<file path="src/hdl/sih_pkg.sv">
// shared constants, types and codes for the stack intern hash table
package sih_pkg;

   localparam int CAPACITY  = 1024;
   localparam int MAX_DEPTH = 64;
   localparam int SLOT_W    = $clog2(CAPACITY);
   localparam int IDX_W     = $clog2(MAX_DEPTH);
   localparam int CNT_W     = $clog2(MAX_DEPTH + 1);
   localparam int TOTAL_W   = 11;
   localparam int LIMIT_W   = 7;
   localparam int STATUS_W  = 3;

   localparam logic [63:0] FNV_BASIS = 64'hCBF29CE484222325;
   localparam logic [8:0]  FNV_LOW   = 9'h1B3;
   localparam int          FNV_SHIFT = 40;
   localparam logic [LIMIT_W-1:0] PROBE_MAX   = LIMIT_W'(64);
   localparam logic [LIMIT_W-1:0] LIMIT_RESET = LIMIT_W'(64);
   localparam logic [TOTAL_W-1:0] TOTAL_MAX   = TOTAL_W'(2047);

   localparam logic [STATUS_W-1:0] ST_FOUND    = 3'd0;
   localparam logic [STATUS_W-1:0] ST_INSERTED = 3'd1;
   localparam logic [STATUS_W-1:0] ST_FULL     = 3'd2;
   localparam logic [STATUS_W-1:0] ST_READ_OK  = 3'd3;
   localparam logic [STATUS_W-1:0] ST_EMPTY    = 3'd4;

   typedef enum logic [1:0] {
      KIND_FOUND,
      KIND_INSERTED,
      KIND_FULL,
      KIND_READ
   } out_kind_type;

   typedef struct packed {
      logic         clr_step;
      logic         load_req;
      logic         hash_step;
      logic         start_probe;
      logic         slot_read;
      logic         next_probe;
      logic         ins_meta;
      logic         cmp_start;
      logic         frame_read;
      logic         cmp_next;
      logic         copy_write;
      logic         out_load;
      out_kind_type kind;
   } sih_cmd_type;

   typedef struct packed {
      logic clr_last;
      logic req_is_read;
      logic pend_full;
      logic last_flag;
      logic byte_last;
      logic probes_done;
      logic slot_empty;
      logic slot_match;
      logic frames_done;
      logic frame_eq;
   } sih_status_type;

endpackage

</file>
<file path="src/hdl/sih_ctrl.sv">
// controller state machine for the stack intern hash table
module sih_ctrl (
   input  logic                    clock,
   input  logic                    reset,
   input  logic                    req_valid,
   output logic                    req_stall,
   output logic                    rsp_valid,
   input  logic                    rsp_stall,
   input  sih_pkg::sih_status_type sts,
   output sih_pkg::sih_cmd_type    cmd
);

   typedef enum logic [3:0] {
      CLEAR,
      IDLE,
      DISPATCH,
      HASH,
      PROBE_START,
      PROBE_RD,
      PROBE_CHK,
      CMP_RD,
      CMP_CHK,
      COPY_RD,
      COPY_WR,
      OUTPUT
   } state_type;

   state_type state_ff, state_in;
   sih_pkg::out_kind_type kind_ff, kind_in;
   logic rsp_valid_ff, rsp_valid_in;
   logic rsp_free;

   assign rsp_free  = !rsp_valid_ff || !rsp_stall;
   assign req_stall = state_ff != IDLE;
   assign rsp_valid = rsp_valid_ff;

   always_comb begin
      state_in = state_ff;
      kind_in  = kind_ff;
      cmd      = '0;
      cmd.kind = kind_ff;
      case (state_ff)
         CLEAR: begin
            cmd.clr_step = 1'b1;
            if (sts.clr_last) begin
               state_in = IDLE;
            end
         end
         IDLE: begin
            if (req_valid) begin
               cmd.load_req = 1'b1;
               state_in     = DISPATCH;
            end
         end
         DISPATCH: begin
            if (sts.req_is_read) begin
               cmd.slot_read = 1'b1;
               kind_in       = sih_pkg::KIND_READ;
               state_in      = OUTPUT;
            end else if (!sts.pend_full) begin
               state_in = HASH;
            end else if (sts.last_flag) begin
               state_in = PROBE_START;
            end else begin
               state_in = IDLE;
            end
         end
         HASH: begin
            cmd.hash_step = 1'b1;
            if (sts.byte_last) begin
               state_in = sts.last_flag ? PROBE_START : IDLE;
            end
         end
         PROBE_START: begin
            cmd.start_probe = 1'b1;
            state_in        = PROBE_RD;
         end
         PROBE_RD: begin
            if (sts.probes_done) begin
               kind_in  = sih_pkg::KIND_FULL;
               state_in = OUTPUT;
            end else begin
               cmd.slot_read = 1'b1;
               state_in      = PROBE_CHK;
            end
         end
         PROBE_CHK: begin
            if (sts.slot_empty) begin
               cmd.ins_meta = 1'b1;
               state_in     = COPY_RD;
            end else if (sts.slot_match) begin
               cmd.cmp_start = 1'b1;
               state_in      = CMP_RD;
            end else begin
               cmd.next_probe = 1'b1;
               state_in       = PROBE_RD;
            end
         end
         CMP_RD: begin
            if (sts.frames_done) begin
               kind_in  = sih_pkg::KIND_FOUND;
               state_in = OUTPUT;
            end else begin
               cmd.frame_read = 1'b1;
               state_in       = CMP_CHK;
            end
         end
         CMP_CHK: begin
            if (sts.frame_eq) begin
               cmd.cmp_next = 1'b1;
               state_in     = CMP_RD;
            end else begin
               cmd.next_probe = 1'b1;
               state_in       = PROBE_RD;
            end
         end
         COPY_RD: begin
            if (sts.frames_done) begin
               kind_in  = sih_pkg::KIND_INSERTED;
               state_in = OUTPUT;
            end else begin
               cmd.frame_read = 1'b1;
               state_in       = COPY_WR;
            end
         end
         COPY_WR: begin
            cmd.copy_write = 1'b1;
            state_in       = COPY_RD;
         end
         OUTPUT: begin
            if (rsp_free) begin
               cmd.out_load = 1'b1;
               state_in     = IDLE;
            end
         end
         default: begin
            state_in = IDLE;
         end
      endcase
      if (cmd.out_load) begin
         rsp_valid_in = 1'b1;
      end else begin
         rsp_valid_in = rsp_valid_ff && rsp_stall;
      end
   end

   always_ff @(posedge clock) begin
      if (reset) begin
         state_ff     <= CLEAR;
         kind_ff      <= sih_pkg::KIND_FULL;
         rsp_valid_ff <= 1'b0;
      end else begin
         state_ff     <= state_in;
         kind_ff      <= kind_in;
         rsp_valid_ff <= rsp_valid_in;
      end
   end

   no_overwrite: assert property (@(posedge clock) disable iff (reset)
      cmd.out_load |-> !(rsp_valid_ff && rsp_stall))
      else $error("result overwritten while stalled");
   clear_first: assert property (@(posedge clock)
      $past(reset) && !reset |-> req_stall)
      else $error("request taken before table clear");
   check_after_read: assert property (@(posedge clock) disable iff (reset)
      state_ff == CMP_CHK |-> $past(state_ff) == CMP_RD)
      else $error("frame compare without a read");

endmodule

</file>
<file path="config.mk">
export PLATFORM = sky130hd
export DESIGN_NAME = sih_ctrl
export DESIGN_NICKNAME = d
export VERILOG_FILES = /design/src/hdl/sih_pkg.sv /design/src/hdl/sih_ctrl.sv
export SDC_FILE = /design/constraint.sdc
export NUM_CORES = 1
export LEC_CHECK = 0
export BUFFER_PORTS_ARGS = -buffer_cell sky130_fd_sc_hd__buf_2
export CORE_MARGIN = 2
export CORE_UTILIZATION = 40
export CTS_BUF_LIST = sky130_fd_sc_hd__clkbuf_4 sky130_fd_sc_hd__clkbuf_8 sky130_fd_sc_hd__clkbuf_16
export CTS_CLUSTER_SIZE = 25
export DETAILED_ROUTE_END_ITERATION = 8
export GPL_ROUTABILITY_DRIVEN = 0
export HOLD_SLACK_MARGIN = 0.15
export PLACE_DENSITY = 0.7
export SLEW_MARGIN = 25
export SYNTH_ARGS = -nofsm -noshare
export SYNTH_HDL_FRONTEND = slang
export SYNTH_SLANG_ARGS = --single-unit
</file>
<file path="constraint.sdc">
create_clock -name clock -period 1.68 [get_ports clock]
set_input_delay 0.336 -clock clock [delete_from_list [all_inputs] [get_ports clock]]
set_output_delay 0.336 -clock clock [all_outputs]
set_load 0.1 [all_outputs]
</file>
==> results.md, run 1 <==
* Worst EP required at 1340 ps
* CTS Buffer Depth at 2
* Die X at 44.87 µm
* Sw Ratio at 38.58%
* Cell Rows at 14
* Syn Inst Count at 94
* Crit-path most repeated cell: buf_12
* Layout area overhead at 101.7%
* Endpoint class of the critical path: output pin
* Placed cell area at 0.001157 mm²
* CP max-delay cell: nor4_4
* Synth Cell Area at 668.1 µm²
* Initial Util at 43.34%
* Lkg Pwr at 0.0005280 µW
* Seq cells post-synth at 7
* Die area at 0.002013 mm²
* Clock network power share at 30.3%
* Via/cell ratio at 6.104
* Antenna-violating nets left at 0
* Min Tclk post-route at 1802 ps
* Design area at 0.001348 mm²
* Critical path depth at 4
* Post-Route Skew at 3.707 ps
* Status: complete, but fails checks
* Max VDD drop at 0.0003846 V
* I/O pin total at 30
* Tightest Hold Check Type: in2reg
* Synth Warn # at 0
* Num CTS Buffers at 3
* Mean Syn Cell Area at 7.108 µm²
* Final period util at 107.3%
* Fin worst setup slack at -122.5 ps
* H-tree depth at 1
* Number of global-route vias before repair at 874
* EDFF count, synth at 0
* Main area contributors after synthesis: dfxtp_1 (21%), a21oi_1 (8.2%), nand2_1 (6.7%), nand3_1 (5.2%), buf_2 (3.0%)
* Most frequent cells in the layout: buf_2 (16), buf_12 (14), buf_4 (14)
* Bufs and invs on worst path at 3
* Total track usage at 26.31%
* Top delay family on crit path: buffers and inverters
* Pre-CTS WS at 81.96 ps
* Wire length of the first global-routing pass at 3.857 mm
* Power Density at 440.8 mW/mm²
* Hpwl dp at 1.752 mm
* # nets final at 153
* Worst Tran Pin Value at 482.9 ps
* Detailed-route wire length per cell at 17.71 µm
* Post-Syn Nets at 108
* CTS tree: built
* Setup CP Type: reg2out
* Slew HR at 66.97%
* Fraction of registers with async set or reset after synthesis at 0%
* Post-synthesis sequential area ratio at 20.97%
* Drt drc at 0
* Vias at 940
* Layout cells sized above 1 at 57.97%
* Max_cap viols at 0
* Post-Route WL at 2.727 mm
* Worst skew pair latency at 260 ps
* Failing checks: negative setup slack
* Setup violators final at 8
* Grt total ovfl at 0
* Comb power frac at 39.8%
* Clock transition at the registers of the reported paths at 60 ps
* Cells on Worst Hold Path at 2
* CP Max Fanout at 5
* Unique masters post-synth at 37
* Ys flop type: dfxtp_1
* Design Power at 594.0 µW
* Number of hold violations in the final report at 0
* Largest net degree at the start of global routing at 15
* Internal power at 364.8 µW
* CTS Sinks at 7
* Switching power total at 229.2 µW
* Diode count at 0
* CTS root buf: clkbuf_4
* Hold Buf Count CTS at 0
* Initial DRC count at 36
* Port Buffers at 29
* Commonest non-fill, non-tap cell in the layout: buf_2
* Peak Freq at 0.5548 GHz
* Final Slew Violations at 0
* Reg power frac at 30.0%
* Antenna violations before repair at 0
* RSZ-0062 raised after global routing: true
* Die H at 44.87 µm
* Crit-path cells: buf_12 > buf_6 > nor4_4 > buf_12
* Setup TNS Final at -557.7 ps
* CP arrival at 1470 ps
* Pre-antenna DRT Iters at 4
* Worst R2R Path Depth at 7
* Share of Yosys cell area claimed by the top area cell type at 20.97%
* Slowest cell delay on critical path at 370 ps
* Startpoint Class: flop
* Hold Slack at 326.9 ps
* Core Box Area at 0.001541 mm²
* Largest area contributor in the netlist: dfxtp_1
==> routing by layer <==
layer  vias to the layer above  part of all wire (%)  GRT usage, %
li1                        437                     -             -
met5                         -                     0             0
met3                        13                   6.4         2.400
met1                       445                    42         33.58
met2                        45                    49         44.35
met4                         0                   3.4         12.94
==> what timing repair did <==
item | 4_1_cts | 5_1_grt
setup buffers | 3 | 6
resized for setup | 16 | 10
pin swaps | 4 | 5
gates cloned | 0 | 0
endpoints found under the hold margin | 0 | 0
endpoints found under the setup margin | 13 | 14
==> cell usage after synthesis, types with 2 or more instances <==
master,count
and2_1,2
inv_1,3
a21oi_1,11
o21ai_0,3
a31oi_1,2
nor3b_1,2
nand3b_1,2
dfxtp_1,7
buf_2,4
o211ai_1,2
nand2b_1,2
nor2_1,5
nand2_1,12
nor3_1,4
nor2b_1,3
o31ai_1,2
nand3_1,7
buf_4,2
==> power groups by stage <==
stage	clock network, µW	registers [µW]	logic (µW)
after floorplan	0	184	144
after global placement	0	182	216
after detailed placement	0	182	220
after CTS	180	178	225
after global routing	188	179	247
final	180	178	236
==> cell families after synthesis <==
family | synth area share [%]
XOR/XNOR | 1.311
AO/OA/AOI/OAI | 28.28
buffers and inverters | 8.613
flip-flops | 20.97
multiplexers | 3.183
AND/OR/NAND/NOR | 37.64
==> metrics by stage <==
step	utilization, %	std cells
after CTS	81.90	149
final	87.42	154
after global routing	87.42	154
after detailed placement	75.08	142
after floorplan	-	94
after global placement	75.08	142
==> worst paths after layout <==
check                    from    endpoint  slack, ps
hold reg to reg    kind_ff[1]  kind_ff[1]        460
hold / removal          reset   rsp_valid        330
setup / recovery  state_ff[2]     cmd[13]       -120
setup reg to reg  state_ff[2]  kind_ff[1]         50
==> state kept, by name, indices dropped and copies added, names as in the netlist <==
| register | cells |
|---|---|
| kind_ff | 2 |
| state_ff | 4 |
| rsp_valid | 1 |
==> layout make-up <==
cell class	instances	area, µm²
fillers	79	193.9
inverters	3	11.26
repair buffers	47	499.2
clock buffers	4	30.03
multi-input cells	77	633.1
well taps	16	20.02
flip-flops and latches	7	153.9
(Power assumes the default switching activity.)
==> run 2, diff against run 1 <==
--- a/config.mk
+++ b/config.mk
@@ -6,14 +6,17 @@
 export NUM_CORES = 1
 export LEC_CHECK = 0
 export BUFFER_PORTS_ARGS = -buffer_cell sky130_fd_sc_hd__buf_2
+export CELL_PAD_IN_SITES_DETAIL_PLACEMENT = 0
+export CELL_PAD_IN_SITES_GLOBAL_PLACEMENT = 2
 export CORE_MARGIN = 2
-export CORE_UTILIZATION = 40
+export CORE_UTILIZATION = 23
 export CTS_BUF_LIST = sky130_fd_sc_hd__clkbuf_4 sky130_fd_sc_hd__clkbuf_8 sky130_fd_sc_hd__clkbuf_16
 export CTS_CLUSTER_SIZE = 25
 export DETAILED_ROUTE_END_ITERATION = 8
 export GPL_ROUTABILITY_DRIVEN = 0
 export HOLD_SLACK_MARGIN = 0.15
-export PLACE_DENSITY = 0.7
+export PLACE_DENSITY_LB_ADDON = 0.1
+export SETUP_SLACK_MARGIN = 0.15
 export SLEW_MARGIN = 25
 export SYNTH_ARGS = -nofsm -noshare
 export SYNTH_HDL_FRONTEND = slang
==> run 2 against run 1 <==
Compared with the run above:
- sequential power hardly changed
- combinational power is 6% higher
- largest power group unchanged
- core utilization is 36 points lower
- power is 2.2% higher
- via count is 6.1% lower
- hold slack better by 13 ps
- clock skew is 3.7 ps higher
- worst setup slack better by 61 ps
- the run still ends with negative setup slack left
- clock power hardly changed
- fmax is 3.5% higher
- register-to-register slack better by 50 ps
==> results.md, run 2 (synthesized netlist as in run 1, its figures left out) <==
* Die area at 0.003352 mm² (was 0.002013 mm²)
* Reg2reg start: state_ff[2] (unchanged)
* CTS tree: built (unchanged)
* Setup CP Type: reg2out (unchanged)
* Number of hold violations in the final report at 0 (unchanged)
* Largest net degree at the start of global routing at 17 (was 15)
* CP Max Fanout at 5 (unchanged)
* Power Density at 431.0 mW/mm² (was 440.8 mW/mm²)
* Worst EP required at 1340 ps (about the same)
* Antenna-violating nets left at 0 (unchanged)
* Antenna violations before repair at 0 (unchanged)
* Worst Tran Pin Value at 487.0 ps (was 482.9 ps)
* Min Tclk post-route at 1741 ps (was 1802 ps)
* Commonest non-fill, non-tap cell in the layout: buf_4 (was buf_2)
* Max VDD drop at 0.0003863 V (was 0.0003846 V)
* Die X at 57.90 µm (was 44.87 µm)
* Post-Route Skew at 7.358 ps (was 3.707 ps)
* Final Slew Violations at 0 (unchanged)
* Num CTS Buffers at 3 (unchanged)
* End of the critical path: cmd[2] (was cmd[13])
* Port Buffers at 29 (unchanged)
* Vias at 883 (was 940)
* Via/cell ratio at 4.961 (was 6.104)
* Max reg flops at 4 (unchanged)
* Hold Buf Count CTS at 0 (unchanged)
* Startpoint Class: flop (unchanged)
* Failing checks: negative setup slack (unchanged)
* Hpwl dp at 1.776 mm (was 1.752 mm)
* Final period util at 103.6% (was 107.3%)
* Endpoint class of the critical path: output pin (unchanged)
* Total track usage at 15.53% (was 26.31%)
* Largest register by flop count: state_ff (unchanged)
* Initial DRC count at 12 (was 36)
* Detailed-route wire length per cell at 13.18 µm (was 17.71 µm)
* R2r setup slk at 100 ps (was 50 ps)
* Initial Util at 24.23% (was 43.34%)
* Layout cells sized above 1 at 59.86% (was 57.97%)
* Worst skew pair latency at 260 ps (about the same)
* Setup violators final at 8 (unchanged)
* Cells on Worst Hold Path at 2 (unchanged)
* Clock transition at the registers of the reported paths at 60 ps (about the same)
* Hold Slack at 339.5 ps (was 326.9 ps)
* Pre-antenna DRT Iters at 4 (unchanged)
* RSZ-0062 raised after global routing: true (unchanged)
* CP startpoint: state_ff[2] (unchanged)
* CP arrival at 1410 ps (was 1470 ps)
* Grt total ovfl at 0 (unchanged)
* H-tree depth at 1 (unchanged)
* Layout area overhead at 110.9% (was 101.7%)
* Most frequent cells in the layout: buf_4 (21), buf_2 (16), buf_12 (13) (was buf_2 (16), buf_12 (14), buf_4 (14))
* Max_cap viols at 0 (unchanged)
* Lkg Pwr at 0.0005713 µW (was 0.0005280 µW)
* Slowest cell delay on critical path at 350 ps (was 370 ps)
* Slew HR at 67.76% (was 66.97%)
* Post-Route WL at 2.346 mm (was 2.727 mm)
* Cell Rows at 19 (was 14)
* Number of global-route vias before repair at 861 (was 874)
* Core Box Area at 0.002758 mm² (was 0.001541 mm²)
* Die H at 57.90 µm (was 44.87 µm)
* Status: complete, but fails checks (unchanged)
* # nets final at 162 (was 153)
* I/O pin total at 30 (unchanged)
* Wire length of the first global-routing pass at 3.988 mm (was 3.857 mm)
* Pre-CTS WS at 66.84 ps (was 81.96 ps)
* CTS Sinks at 7 (unchanged)
* Worst R2R End: kind_ff[1] (unchanged)
* CTS root buf: clkbuf_4 (unchanged)
* Peak Freq at 0.5743 GHz (was 0.5548 GHz)
* CTS Buffer Depth at 2 (unchanged)
* Worst R2R Path Depth at 7 (unchanged)
* Drt drc at 0 (unchanged)
* Crit-path cells: buf_6 > nor2b_4 > nand3_2 > a21oi_4 > buf_12 (was buf_12 > buf_6 > nor4_4 > buf_12)
* Tightest Hold Check Type: in2reg (unchanged)
* Diode count at 0 (unchanged)
* Fin worst setup slack at -61.31 ps (was -122.5 ps)
* CP max-delay cell: dfxtp_2 (was nor4_4)
## run 2: changes by cell type in the layout (fill, tap and decap cells not counted), sizes merged
cell / before / now
buf: 46 / 56
clkbuf: 5 / 4
## run 2: power breakdown
part	switching, µW	internal [µW]	leakage [µW]
registers	9.57	168	0.0000600
clock network	71.2	107	0.0000184
logic	147	104	0.000493
total	228	379	0.000571
## run 2: critical path: cells and delay by family, from the launching register on
kind	cells	cell delay, ps
compound gates	1	150
simple gates	2	330
buf+inv	2	310
flops	1	350
## run 2: how the worst min path moves through the flow
stage	slack, ps	to	start
global route	340	state_ff[1]	reset
finish	340	state_ff[1]	reset
detailed placement	450	kind_ff[1]	kind_ff[1]
CTS	330	state_ff[1]	reset
floorplan	400	rsp_valid	reset
global placement	440	kind_ff[1]	kind_ff[1]
## run 2: metal layers
metal	vias up	GRT usage, %	wire length [µm]
li1	447	-	-
met5	-	0	0
met4	0	4.983	12
met2	20	24.19	1113
met3	2	3.795	118
met1	414	21.09	1102
## run 2: metrics by stage
step                      util [%]  total power, µW  TNS (ps)  std cells  area [µm²]
after detailed placement     43.42            405.3         0        161        1197
after floorplan                  -            327.5     -1802         94       794.5
final                        51.09            607.2    -227.5        178        1409
after global placement       43.42            405.5         0        161        1197
after global routing         51.09            646.0    -951.5        178        1409
after CTS                    49.55            609.0    -316.2        173        1366
## run 2: area by class of cell
cell class	count	area (µm²)
fill	258	1349
sequential	7	153.9
inverter	3	11.26
timing repair buffer	56	565.5
clock buffer	4	30.03
multi-input combinational	77	609.3
tap	31	38.79
## run 2: timing repair
action                                  in CTS  in global routing
endpoints found under the setup margin      15                 18
pin swaps                                    8                  6
setup buffers                                8                  5
resized for setup                           23                  2
==> run 3, diff against run 2 <==
--- a/config.mk
+++ b/config.mk
@@ -8,8 +8,7 @@
 export BUFFER_PORTS_ARGS = -buffer_cell sky130_fd_sc_hd__buf_2
 export CELL_PAD_IN_SITES_DETAIL_PLACEMENT = 0
 export CELL_PAD_IN_SITES_GLOBAL_PLACEMENT = 2
-export CORE_MARGIN = 2
-export CORE_UTILIZATION = 23
+export CORE_UTILIZATION = 21
 export CTS_BUF_LIST = sky130_fd_sc_hd__clkbuf_4 sky130_fd_sc_hd__clkbuf_8 sky130_fd_sc_hd__clkbuf_16
 export CTS_CLUSTER_SIZE = 25
 export DETAILED_ROUTE_END_ITERATION = 8
==> constraint.sdc (replaced) <==
create_clock -name clock -period 1.5 [get_ports clock]
set_input_delay 0.3 -clock clock [delete_from_list [all_inputs] [get_ports clock]]
set_output_delay 0.3 -clock clock [all_outputs]
set_load 0.1 [all_outputs]
==> run 3 against run 2 <==
Compared with the run above:
- the run still ends with negative setup slack left
- wire length rose by 13%
- global-route usage rose by 1.3 points
- final area rose by 17%
- critical path depth did not move
- worst setup slack got worse by 140 ps
- die area rose by 1.8%
- critical endpoint unchanged
- sequential share of layout area fell by 1.4 points
- hold slack got worse by 24 ps
- count of clock-buffer cells in the layout did not move
==> results.md, run 3 (synthesized netlist as in run 1, its figures left out) <==
* Die area at 0.003411 mm² (was 0.003352 mm²)
* Die X at 58.41 µm (was 57.90 µm)
* Tightest Hold Check Type: in2reg (unchanged)
* Endpoint class of the critical path: output pin (unchanged)
* Clock network power share at 26.1% (was 29.4%)
* R2r setup slk at -180 ps (was 100 ps)
* Cells on Worst Hold Path at 2 (unchanged)
* Reg2reg start: state_ff[2] (unchanged)
* Switching power total at 263.8 µW (was 227.8 µW)
* Startpoint Class: flop (unchanged)
* Post-Route Skew at 0.8038 ps (was 7.358 ps)
* I/O pin total at 30 (unchanged)
* Bufs and invs on worst path at 2 (unchanged)
* Worst skew pair latency at 250 ps (was 260 ps)
* Slowest cell delay on critical path at 360 ps (was 350 ps)
* Number of global-route vias before repair at 911 (was 861)
* Worst R2R Path Depth at 10 (was 7)
* Drt drc at 0 (unchanged)
* Final Slew Violations at 0 (unchanged)
* CP max-delay cell: dfxtp_4 (was dfxtp_2)
* H-tree depth at 1 (unchanged)
* Power Density at 434.0 mW/mm² (was 431.0 mW/mm²)
* CTS Buffer Depth at 2 (unchanged)
* Failing checks: negative setup slack (unchanged)
* Crit-path cells: buf_6 > nor2b_4 > nand3_2 > a21oi_4 > buf_12 (unchanged)
* Pre-CTS WS at -48.81 ps (was 66.84 ps)
* Sw Ratio at 36.92% (was 37.52%)
* Commonest non-fill, non-tap cell in the layout: buf_4 (unchanged)
* Post-layout utilization of the core at 54.38% (was 51.09%)
* Max VDD drop at 0.0003785 V (was 0.0003863 V)
* Core Box Area at 0.003028 mm² (was 0.002758 mm²)
* Diode count at 0 (unchanged)
* Largest register by flop count: state_ff (unchanged)
* Layout area overhead at 146.4% (was 110.9%)
* Slew HR at 68.01% (was 67.76%)
* Via/cell ratio at 4.657 (was 4.961)
* Comb power frac at 46.4% (was 41.3%)
* Num CTS Buffers at 3 (unchanged)
* Worst Hold Path EP: state_ff[1] (unchanged)
* Layout cells sized above 1 at 69.43% (was 59.86%)
* Cell Rows at 20 (was 19)
* Fin worst setup slack at -199.1 ps (was -61.31 ps)
* CTS tree: built (unchanged)
* CP arrival at 1400 ps (was 1410 ps)
* CP Max Fanout at 6 (was 5)
* Post-Route WL at 2.660 mm (was 2.346 mm)
* Clock transition at the registers of the reported paths at 50 ps (was 60 ps)
* Lkg Pwr at 0.0006429 µW (was 0.0005713 µW)
* Most frequent cells in the layout: buf_4 (20), buf_6 (16), buf_2 (14) (was buf_4 (21), buf_2 (16), buf_12 (13))
* Vias at 936 (was 883)
* Finished Layout Cells at 201 (was 178)
* Initial DRC count at 9 (was 12)
* CTS root buf: clkbuf_4 (unchanged)
* Setup violators final at 15 (was 8)
* Hold path start: reset (unchanged)
* Status: complete, but fails checks (unchanged)
* Antenna violations before repair at 0 (unchanged)
* Setup TNS Final at -2068 ps (was -227.5 ps)
* Setup CP Type: reg2out (unchanged)
* Final period util at 113.3%
* Max reg flops at 4 (unchanged)
* RSZ-0062 raised after global routing: true (unchanged)
* Hold Buf Count CTS at 0 (unchanged)
* Total track usage at 16.80% (was 15.53%)
* Top delay family on crit path: flip-flops (unchanged)
* Placed cells at 183 (was 161)
* # nets final at 172 (was 162)
* Initial Util at 22.07% (was 24.23%)
* Worst R2R End: kind_ff[0] (was kind_ff[1])
* Worst EP required at 1200 ps (was 1340 ps)
* Internal power at 450.8 µW (was 379.3 µW)
* Hpwl dp at 1.973 mm (was 1.776 mm)
* Peak Freq at 0.5885 GHz
* Design Power at 714.6 µW (was 607.2 µW)
* Grt total ovfl at 0 (unchanged)
* Detailed-route wire length per cell at 13.23 µm (was 13.18 µm)
* Largest net degree at the start of global routing at 10 (was 17)
* Port Buffers at 29 (unchanged)
* Wire length of the first global-routing pass at 4.395 mm (was 3.988 mm)
* Reg power frac at 27.5% (was 29.3%)
* Pre-antenna DRT Iters at 4 (unchanged)
* Die H at 58.41 µm (was 57.90 µm)
* CTS Sinks at 7 (unchanged)
* Max_cap viols at 0 (unchanged)
* Antenna-violating nets left at 0 (unchanged)
* Number of hold violations in the final report at 0 (unchanged)
* Worst Tran Pin Value at 483.2 ps (was 487.0 ps)
* Min Tclk post-route at 1699 ps
-- run 3: changes by cell type in the layout (fill, tap and decap cells not counted), sizes merged --
cell / previous run / this run
buf: 56 / 64
clkbuf: 4 / 6
-- run 3: metal layers --
| layer | GRT usage (%) | up-vias | wire length, µm |
|---|---|---|---|
| met4 | 7.823 | 0 | 60 |
| met1 | 21.30 | 427 | 1160 |
| li1 | - | 473 | - |
| met3 | 2.198 | 6 | 102 |
| met5 | 0 | - | 0 |
| met2 | 28.24 | 30 | 1337 |
-- run 3: layout make-up --
cell class                      instances  area [µm²]
Clock buffer                            4       30.03
Timing Repair Buffer                   66       690.7
Multi-Input combinational cell         77       700.7
Sequential cell                         7       156.4
Fill cell                             269        1381
Inverter                                3       13.76
Tap cell                               44       55.05
-- run 3: repair_timing --
action                     CTS  global route
gates resized for setup     37            20
pin swaps                    8            14
setup endpoints to repair   19            21
buffers inserted             6             8
-- run 3: power by group through the flow --
stage | Sequential (µW) | Combinational [µW] | Clock (µW)
finish | 196 | 332 | 186
detailed placement | 202 | 274 | 0
global route | 197 | 349 | 212
floorplan | 206 | 164 | 0
CTS | 196 | 311 | 197
global placement | 202 | 274 | 0
-- run 3: per-stage QoR --
step	area, µm²	hold slack, ps
6_report	1647	315.2
5_1_grt	1647	330.2
4_1_cts	1501	303.0
3_5_place_dp	1284	455.9
3_3_place_gp	1284	446.9
2_1_floorplan	794.5	361.7
-- run 3: how the worst max path moves through the flow --
| stage | slack, ps | end | startpoint | cells past startpoint |
|---|---|---|---|---|
| final | -200 | cmd[2] | state_ff[2] | 5 |
| after global routing | -280 | cmd[2] | state_ff[2] | 5 |
| after floorplan | -590 | state_ff[0] | state_ff[3] | 5 |
| after detailed placement | -50 | cmd[8] | state_ff[1] | 4 |
| after CTS | -210 | cmd[9] | state_ff[2] | 5 |
| after global placement | -60 | state_ff[0] | state_ff[0] | 6 |
